===== src/hdl/ddgo_pkg.sv =====
package ddgo_pkg;

	localparam int DIV_BITS = 52;
	localparam int CNT_W    = 6;
	localparam int IN_W     = 104;
	localparam int OUT_W    = 224;

	localparam logic [1:0] OP_STEP       = 2'd0;
	localparam logic [1:0] OP_RESET_POSE = 2'd1;
	localparam logic [1:0] OP_RESET_DIST = 2'd2;

	localparam logic signed [32:0] PI_Q      = 33'sd843314857;
	localparam logic signed [32:0] TWO_PI_Q  = 33'sd1686629713;
	localparam logic signed [32:0] HALF_PI_Q = 33'sd421657428;
	localparam logic signed [29:0] DPSI_MUL  = 30'sd314410567;
	localparam logic signed [21:0] OMEGA_MUL = 22'sd1171271;
	localparam logic signed [33:0] CORDIC_GAIN = 34'sd652032874;
	localparam logic [19:0] US_PER_S = 20'd1000000;

	typedef enum logic [2:0] {
		ST_IDLE,
		ST_MUL,
		ST_SUM,
		ST_DS,
		ST_PREP,
		ST_ITER,
		ST_POS,
		ST_DONE
	} state_t;

	typedef struct packed {
		logic             load;
		logic             mul;
		logic             sum;
		logic             ds;
		logic             prep;
		logic             iter;
		logic             pos;
		logic             commit;
		logic [CNT_W-1:0] cnt;
	} cmd_t;

	typedef struct packed {
		logic integ;
	} sts_t;

	function automatic logic signed [31:0] sat32(input logic signed [63:0] v);
		logic signed [31:0] r;
		if (v > 64'sd2147483647) begin
			r = 32'sh7fffffff;
		end else if (v < -64'sd2147483648) begin
			r = 32'sh80000000;
		end else begin
			r = v[31:0];
		end
		return r;
	endfunction

	function automatic logic [27:0] atan_lut(input logic [4:0] i);
		logic [27:0] r;
		case (i)
			5'd0:  r = 28'd210828714;
			5'd1:  r = 28'd124459457;
			5'd2:  r = 28'd65760959;
			5'd3:  r = 28'd33381289;
			5'd4:  r = 28'd16755421;
			5'd5:  r = 28'd8385878;
			5'd6:  r = 28'd4193962;
			5'd7:  r = 28'd2097109;
			5'd8:  r = 28'd1048570;
			5'd9:  r = 28'd524287;
			5'd10: r = 28'd262143;
			5'd11: r = 28'd131071;
			5'd12: r = 28'd65535;
			5'd13: r = 28'd32767;
			5'd14: r = 28'd16383;
			5'd15: r = 28'd8191;
			5'd16: r = 28'd4095;
			5'd17: r = 28'd2047;
			5'd18: r = 28'd1023;
			5'd19: r = 28'd511;
			5'd20: r = 28'd255;
			5'd21: r = 28'd127;
			5'd22: r = 28'd63;
			5'd23: r = 28'd31;
			5'd24: r = 28'd15;
			5'd25: r = 28'd7;
			5'd26: r = 28'd3;
			5'd27: r = 28'd1;
			default: r = 28'd0;
		endcase
		return r;
	endfunction

endpackage


===== src/hdl/ddgo_ctrl.sv =====
module ddgo_ctrl (
	input  logic            clk,
	input  logic            arst_n,
	input  logic            in_valid,
	input  logic            out_ready,
	input  ddgo_pkg::sts_t  sts,
	output logic            in_ready,
	output logic            out_valid,
	output ddgo_pkg::cmd_t  cmd
);

	ddgo_pkg::state_t state_q, state_d;
	logic [ddgo_pkg::CNT_W-1:0] cnt_q;
	logic out_valid_q;
	logic can_commit;

	assign can_commit = !out_valid_q || out_ready;

	always_comb begin
		state_d = state_q;
		unique case (state_q)
			ddgo_pkg::ST_IDLE: begin
				if (in_valid) begin
					state_d = sts.integ ? ddgo_pkg::ST_MUL : ddgo_pkg::ST_DONE;
				end
			end
			ddgo_pkg::ST_MUL:  state_d = ddgo_pkg::ST_SUM;
			ddgo_pkg::ST_SUM:  state_d = ddgo_pkg::ST_DS;
			ddgo_pkg::ST_DS:   state_d = ddgo_pkg::ST_PREP;
			ddgo_pkg::ST_PREP: state_d = ddgo_pkg::ST_ITER;
			ddgo_pkg::ST_ITER: begin
				if (cnt_q == ddgo_pkg::CNT_W'(ddgo_pkg::DIV_BITS - 1)) begin
					state_d = ddgo_pkg::ST_POS;
				end
			end
			ddgo_pkg::ST_POS:  state_d = ddgo_pkg::ST_DONE;
			ddgo_pkg::ST_DONE: begin
				if (can_commit) begin
					state_d = ddgo_pkg::ST_IDLE;
				end
			end
			default: state_d = ddgo_pkg::ST_IDLE;
		endcase
	end

	always_comb begin
		in_ready   = (state_q == ddgo_pkg::ST_IDLE);
		cmd.load   = in_valid && (state_q == ddgo_pkg::ST_IDLE);
		cmd.mul    = (state_q == ddgo_pkg::ST_MUL);
		cmd.sum    = (state_q == ddgo_pkg::ST_SUM);
		cmd.ds     = (state_q == ddgo_pkg::ST_DS);
		cmd.prep   = (state_q == ddgo_pkg::ST_PREP);
		cmd.iter   = (state_q == ddgo_pkg::ST_ITER);
		cmd.pos    = (state_q == ddgo_pkg::ST_POS);
		cmd.commit = (state_q == ddgo_pkg::ST_DONE) && can_commit;
		cmd.cnt    = cnt_q;
	end

	assign out_valid = out_valid_q;

	always_ff @(posedge clk or negedge arst_n) begin
		if (!arst_n) begin
			state_q     <= ddgo_pkg::ST_IDLE;
			cnt_q       <= '0;
			out_valid_q <= 1'b0;
		end else begin
			state_q <= state_d;
			if (cmd.prep) begin
				cnt_q <= '0;
			end else if (cmd.iter) begin
				cnt_q <= cnt_q + 1'b1;
			end
			if (cmd.commit) begin
				out_valid_q <= 1'b1;
			end else if (out_ready) begin
				out_valid_q <= 1'b0;
			end
		end
	end

endmodule


===== config.mk =====
export PLATFORM = sky130hd
export DESIGN_NAME = ddgo_ctrl
export DESIGN_NICKNAME = d
export VERILOG_FILES = /design/src/hdl/ddgo_pkg.sv /design/src/hdl/ddgo_ctrl.sv
export SDC_FILE = /design/constraint.sdc
export NUM_CORES = 1
export LEC_CHECK = 0
export BUFFER_PORTS_ARGS = -buffer_cell sky130_fd_sc_hd__buf_2
export CORE_MARGIN = 2
export CORE_UTILIZATION = 42
export DETAILED_ROUTE_END_ITERATION = 12
export PLACE_DENSITY = 0.72
export SYNTH_ARGS = -nofsm -noshare
export SYNTH_HDL_FRONTEND = slang
export SYNTH_SLANG_ARGS = --single-unit
export TNS_END_PERCENT = 1

===== constraint.sdc =====
create_clock -name clk -period 1.4 [get_ports clk]
set_clock_uncertainty 0.2 [all_clocks]
set_input_delay 0.07 -clock clk [delete_from_list [all_inputs] [get_ports clk]]
set_output_delay 0.07 -clock clk [all_outputs]
set_load 0.02 [all_outputs]

* Word-level counts from Yosys, hierarchy flattened
Cells that the tools add are included.
** Storage, ports and cells
- Word-level logic and storage cells :: 32
- Flip-flop bits (word level) :: 10
** Operators by class
- Multiplexer cells :: 9
- Equality and inequality tests :: 11
- Reductions and logical operators :: 8
- Add/subtract/negate cells :: 1
** Operator list (number)
- case mux 3 bit (8 select lines) :: 1
- equality test 3 bit (second input constant) :: 4
- 2-to-1 mux 3 bit :: 4
- 2-to-1 mux 6 bit :: 2
- adder 6 x 1 -> 6 bit (second input constant) :: 1
- equality test 3 x 2 -> 1 bit (second input constant) :: 2
- equality test 6 bit (second input constant) :: 1
- != test 2 bit (second input constant) :: 2
- nonzero test 2 bit :: 2
- equality test 3 x 1 -> 1 bit (second input constant) :: 1
- zero test 3 bit :: 1
- AND reduction 3 bit :: 1
- logical AND 1 bit :: 2
- 2-to-1 mux 1 bit :: 2
- != test 2 x 1 -> 1 bit (second input constant) :: 1
- zero test 1 bit :: 1
- logical OR 1 bit :: 1

* Logic depth before layout (Yosys ltp)
Gate-level depths: netlist of the first run.
- Depth after elaboration :: 4
- Depth in mapped cells :: 5

* Least setup slack after synthesis of the first run
No wires, ideal clock.
- Kind :: register to register
- Start point :: reg cnt_q[0] (netlist bit)
- End point :: reg state_q[1]
- Required time :: 1.061 ns
- Arrival :: 1.353 ns
- Library setup time :: 0.139 ns
- Buffers on the path :: 0
- Slack :: -0.292 ns
- Stages on the path, launching flop included :: 5
- Cell sequence :: dfrtp_1 -> ha_1 -> nand4b_1 -> nor4_1 -> or4_1
** On the way
- Longest elaborated chain between the ends :: 3
** Ends and longest elaborated chain
- start, declared :: RTL line ddgo_ctrl.sv:13 : logic [ddgo_pkg::CNT_W-1:0] cnt_q;
- start signal, assigned :: RTL line ddgo_ctrl.sv:71 : cnt_q <= cnt_q + 1'b1;
- equality test 6 bit :: RTL line ddgo_ctrl.sv:32 : if (cnt_q == ddgo_pkg::CNT_W'(ddgo_pkg::DIV_BITS - 1)) begin
- != test 2 x 1 -> 1 bit (no source line)
- AND reduction 3 bit (no source line)
- end signal, assigned :: RTL line ddgo_ctrl.sv:63 : state_q <= ddgo_pkg::ST_IDLE;
- end signal, assigned :: RTL line ddgo_ctrl.sv:67 : state_q <= state_d;
- end, declared :: RTL line ddgo_ctrl.sv:12 : ddgo_pkg::state_t state_q, state_d;
Every way passes these cells.
A chain may end at the register's enable or synchronous reset.

==> impl_metrics.json, run 1 <==
{
  "status": "finished with violations",
  "violations": "negative hold slack, negative setup slack",
  "place.gp.congestion": 0.778,
  "clock_path_buffers": 2,
  "fp.dieH_um": 41.2,
  "nets": 119,
  "worstSetupStartpointType": "register",
  "wl_met3_um": 50,
  "startpoint": "state_q[2]$_DFFE_PN0P_",
  "power_leakage_nw": 0.502,
  "reg2reg_depth": 4,
  "syn_avg_cell_area_um2": 8.68,
  "arrival_ns": 1.43,
  "synthToLayoutAreaGrowth_pct": 71.4,
  "fin_ws_ns": -0.304,
  "synth_seq_area_share": 0.430,
  "num_antenna_cells": 0,
  "grt.overflow.total": 0,
  "post-route-drc-count": 0,
  "dr.pass1.iters": 4,
  "routed_wl_mm": 1.80,
  "grt_pass1_wl_mm": 2.66,
  "synth_nets": 73,
  "cp.required_ns": 1.13,
  "seqPwrFrac": 0.238,
  "rows": 13,
  "reg2reg_from": "cnt_q[1]$_DFFE_PN0P_",
  "cp_cell_sequence": "or2_4 -> buf_6 -> nor2_4 -> and2_4 -> buf_6",
  "timing.fmax_ghz": 0.587,
  "start_util": 0.447,
  "wl_met1_um": 757,
  "drive_above_1_share": 0.536,
  "dieArea_um2": 1700,
  "hold_depth": 3,
  "period_needed_ns": 1.70,
  "synthArstFlopShare": 1.00,
  "numCtsBuffers": 3,
  "hp-class": "in -> reg",
  "design.core.area_um2": 1300,
  "postLayoutCellArea_um2": 997,
  "r2r_slack_ns": -0.16,
  "antenna_found_initial": 0,
  "ctsHoldBuffers": 3,
  "clock_sinks": 10,
  "first_iter_violations": 11,
  "critPathMaxStageDelay_ns": 0.43,
  "synth_edf_count": 0,
  "p_int_mw": 1.30,
  "swShare": 0.445,
  "ys_ff_latch": 10,
  "tightest_slew_ns": 0.284,
  "slew_violations": 0,
  "syn_area_um2": 582,
  "post-route-util": 0.766,
  "min_to": "state_q[0]$_DFFE_PN0P_",
  "synthCells": 67,
  "cap_violations": 0,
  "synth_flop_cell": "dfrtp_1",
  "p_clk_frac": 0.114,
  "ys_warn_count": 0,
  "first_global_vias": 568,
  "critPathKind": "reg -> out",
  "vdd_drop_max_mv": 1.40,
  "worst_path_max_delay_cell": "dfrtp_1",
  "clock_latency_ns": 0.27,
  "rsz0062_at_grt": "true",
  "holdWs_ns": -0.0796,
  "htree_levels": 1,
  "io_pins": 21,
  "vias": 678,
  "hpwl_mm": 1.17,
  "nFillCells": 87,
  "ctsRootBufferMaster": "clkbuf_4",
  "setup_viol": 15,
  "min_from": "in_valid",
  "highest_layer": "met4",
  "cts_tree": "yes",
  "p_per_area_nw_per_um2": 2350,
  "routed-wl-met2_um": 964,
  "fp.dieW_um": 41.2,
  "crit_top_cell": "buf_6",
  "place_ws_ns": -0.104,
  "worstPathMaxFanout": 5,
  "r2r_end": "state_q[1]$_DFFE_PN0P_",
  "crit_path_end_kind": "output port",
  "grt_usage": 0.255,
  "portBuffers": 20,
  "grt_max_degree": 16,
  "viasPerCell": 5.34,
  "finalSetupTns_ns": -2.06,
  "wire_per_inst_um": 14.2,
  "pwr-share-comb": 0.648,
  "ant_nets": 0,
  "period_share": 1.22,
  "p_sw_mw": 1.04,
  "placed_cell_area_um2": 840,
  "clk_pin_slew_worst_paths_ns": 0.07,
  "finalHoldViolCount": 11,
  "synth_cell_types": 29,
  "relSlewSlack": 0.809
}
==> worst max path at each step <==
stage                             endpoint  slack (ns)  depth (start not counted)
finish                             cmd[13]       -0.30                          5
global route                       cmd[13]       -0.34                          5
CTS                                cmd[13]       -0.28                          5
detailed placement    cnt_q[5]$_DFFE_PN0P_       -0.10                          4
global placement    state_q[1]$_DFFE_PN0P_       -0.08                          4
floorplan           state_q[1]$_DFFE_PN0P_       -0.16                          4
==> flip-flops by register name, summed over array words and instances (netlist names) <==
name	count
out_valid	1
state_q	3
cnt_q	6
==> per-stage QoR <==
step | instances | power [mW]
after global routing | 127 | 2.50
final | 127 | 2.34
after detailed placement | 117 | 1.83
after floorplan | 67 | 1.27
after global placement | 117 | 1.79
after CTS | 127 | 2.27
==> Yosys cell counts, types with 2 or more instances <==
library cell  count  area share
a21oi_1           2       0.017
nor2_1            7       0.045
nor4_1            2       0.022
nor3_1            3       0.026
dfrtp_1          10        0.43
buf_2             2       0.017
nand2b_1          3       0.032
o21ai_0           3       0.026
nand2_1           7       0.045
nand3_1           7       0.060
or4_1             3       0.039
==> metal layers <==
metal / vias up / global-route usage
li1: 335 / -
met3: 5 / 0.0489
met5: - / 0
met4: 0 / 0.121
met2: 16 / 0.402
met1: 322 / 0.332
==> cell families (layout without fill, tap and decap cells) <==
| family | Yosys count | count (layout) | synth area share |
|---|---|---|---|
| AOI/OAI and AO/OA | 9 | 9 | 0.103 |
| adders and majority gates | 1 | 1 | 0.0215 |
| buffers and inverters | 5 | 50 | 0.0365 |
| DFF | 10 | 10 | 0.430 |
| muxes | 2 | 2 | 0.0366 |
| and+or+nand+nor | 40 | 40 | 0.372 |
==> cell usage in the layout, fill, tap and decap left out, drive strengths merged <==
cell / Yosys / routed
buf: 2 / 41
dfrtp: 10 / 10
nor2: 8 / 8
nand2: 7 / 7
nand3: 7 / 7
clkbuf: 1 / 4
nand2b: 3 / 3
or4: 3 / 3
dlygate4sd3: 0 / 3
nor3: 3 / 3
o21ai: 3 / 3
a21oi: 2 / 2
nor4: 2 / 2
inv: 2 / 2
or2: 1 / 1
nor2b: 1 / 1
and2: 1 / 1
nand3b: 1 / 1
mux2i: 1 / 1
a22o: 1 / 1
mux2: 1 / 1
nor3b: 1 / 1
o211a: 1 / 1
a211o: 1 / 1
nand4b: 1 / 1
a211oi: 1 / 1
or3b: 1 / 1
ha: 1 / 1
==> what timing repair did <==
item,4_1_cts,5_1_grt
pin swaps,3,3
setup buffers,3,0
resized for setup,14,6
hold endpoints to repair,13,1
endpoints found under the setup margin,14,17
==> cell type report <==
class | count | area, um2 | area share
Multi-Input combinational cell | 52 | 362 | 0.363
Timing Repair Buffer | 44 | 320 | 0.321
Sequential cell | 10 | 253 | 0.253
Clock buffer | 4 | 36.3 | 0.0364
Tap cell | 15 | 18.8 | 0.0188
Inverter | 2 | 7.51 | 0.00753
==> power groups by stage <==
stage | Clock (mW) | Sequential, mW | Combinational [mW]
after floorplan | 0 | 0.666 | 0.603
after global placement | 0 | 0.553 | 1.23
after detailed placement | 0 | 0.559 | 1.27
after CTS | 0.273 | 0.548 | 1.45
after global routing | 0.290 | 0.571 | 1.64
final | 0.267 | 0.556 | 1.52
==> critical path, delay by kind of cell, from the launching register on <==
family,cells,cell delay [ns]
flops,1,0.43
buf+inv,2,0.23
simple gates,3,0.51
No activity file was read; power rests on OpenSTA's default activity.
==> inputs of run 2 (changes only) <==
- CORE_MARGIN: 2 -> 3
==> impl_metrics.json, run 2 (synthesized netlist as in run 1, its figures left out) <==
{
  "status": "finished with violations",
  "violations": "negative setup slack",
  "crit_path_end_kind": "output port",
  "grt_usage": 0.217,
  "fin_cells": 126,
  "startpoint": "state_q[1]$_DFFE_PN0P_",
  "power_leakage_nw": 0.498,
  "p_per_area_nw_per_um2": 2300,
  "regMostFlops": "cnt_q",
  "postLayoutCellArea_um2": 1000,
  "grt.overflow.total": 0,
  "nets": 119,
  "worstSetupStartpointType": "register",
  "r2r_slack_ns": -0.16,
  "use_met3": 0.0636,
  "clk_pin_slew_worst_paths_ns": 0.07,
  "nFillCells": 81,
  "dr.pass1.iters": 4,
  "clock_sinks": 10,
  "cts_tree": "yes",
  "fp.dieH_um": 43.2,
  "hp-class": "in -> async",
  "period_needed_ns": 1.61,
  "holdWs_ns": 0.0795,
  "slew_violations": 0,
  "design.core.area_um2": 1200,
  "met2_usage": 0.357,
  "post-route-drc-count": 0,
  "clock_latency_ns": 0.27,
  "ant_nets": 0,
  "critPathKind": "reg -> out",
  "arrival_ns": 1.34,
  "r2r_end": "state_q[1]$_DFFE_PN0P_",
  "place.gp.congestion": 0.781,
  "hpwl_mm": 1.20,
  "crit_end": "cmd[13]",
  "clock_path_buffers": 2,
  "rows": 12,
  "worstPathMaxFanout": 3,
  "dieArea_um2": 1870,
  "finalHoldViolCount": 0,
  "io_pins": 21,
  "vdd_drop_max_mv": 1.38,
  "largest_reg_flops": 6,
  "final_common_cell": "buf_4",
  "drive_above_1_share": 0.563,
  "reg2reg_depth": 4,
  "start_util": 0.484,
  "most-common-layout-cells": "buf_4, buf_2, nand2_1",
  "use_met1": 0.265,
  "placed_cell_area_um2": 823,
  "antenna_found_initial": 0,
  "finalSetupTns_ns": -1.34,
  "timing.fmax_ghz": 0.620,
  "finalPower_mw": 2.31,
  "period_share": 1.15,
  "vias": 698,
  "ctsRootBufferMaster": "clkbuf_4",
  "cap_violations": 0,
  "grt_max_degree": 16,
  "rsz0062_at_grt": "true",
  "routed_wl_mm": 1.90,
  "wire_per_inst_um": 15.1,
  "viasPerCell": 5.54,
  "busiest_layer": "met2",
  "first_global_vias": 667,
  "setup_viol": 13,
  "fin_ws_ns": -0.212,
  "fp.dieW_um": 43.2,
  "cp.required_ns": 1.13,
  "tightest_slew_ns": 0.305,
  "synthToLayoutAreaGrowth_pct": 72.7,
  "portBuffers": 20,
  "relSlewSlack": 0.795,
  "place_inst": 114,
  "numCtsBuffers": 3,
  "reg2reg_from": "state_q[2]$_DFFE_PN0P_",
  "htree_levels": 1,
  "num_antenna_cells": 0,
  "grt_pass1_wl_mm": 3.02,
  "first_iter_violations": 16
}
==> run 2: cell types whose count changed in the layout (fill, tap and decap cells not counted), moves of 2 or more <==
cell / change
buf_4: -2
dfrtp_1: -2
dfrtp_2: +2
nor4_1: +2
nor4_2: -2
==> run 2: per-stage QoR <==
step                      setup WS, ns  utilization
after floorplan                 -0.162            -
after detailed placement        -0.143        0.685
final                           -0.212        0.836
after global routing            -0.245        0.836
after CTS                       -0.181        0.806
after global placement         -0.0902        0.685
==> run 2: layer usage <==
layer  vias up  part of all wire
li1        328                 -
met5         -                 0
met1       340              0.42
met4         0             0.018
met3         4             0.051
met2        26              0.51
==> run 2: timing repair <==
item | 4_1_cts | 5_1_grt
hold buffers | 5 | 0
pin swaps | 4 | 2
resized for setup | 16 | 11
setup endpoints to repair | 15 | 23
setup buffers | 2 | 1
endpoints found under the hold margin | 13 | 0
==> run 2: power breakdown <==
group	internal (mW)	total, mW	switching, mW
Combinational	0.731	1.55	0.819
Sequential	0.425	0.557	0.132
Clock	0.110	0.207	0.0973
==> run 2: how the worst min path moves through the flow <==
stage	slack [ns]	endpoint	cells past startpoint	start
floorplan	-0.43	cnt_q[0]$_DFFE_PN0P_	0	arst_n
global placement	-0.26	cnt_q[3]$_DFFE_PN0P_	1	arst_n
detailed placement	-0.26	cnt_q[3]$_DFFE_PN0P_	1	arst_n
CTS	0.08	state_q[2]$_DFFE_PN0P_	4	in_valid
global route	0.10	cnt_q[5]$_DFFE_PN0P_	3	arst_n
finish	0.08	cnt_q[5]$_DFFE_PN0P_	3	arst_n
==> run 2: worst max-delay path, stage by stage, from the launching register on <==
cell and delay, ns:
dfrtp_2 0.42, or2_4 0.29, nor2_4 0.11, and2_4 0.15
buf_6 0.11
==> run 2: final cells by class <==
type                    instances  area [um2]  area share
clock buffers                   4        26.3      0.0262
repair buffers                 44         327       0.325
inverters                       2        7.51     0.00747
flip-flops and latches         10         255       0.254
well taps                      14        17.5      0.0174
multi-input cells              52         372       0.370
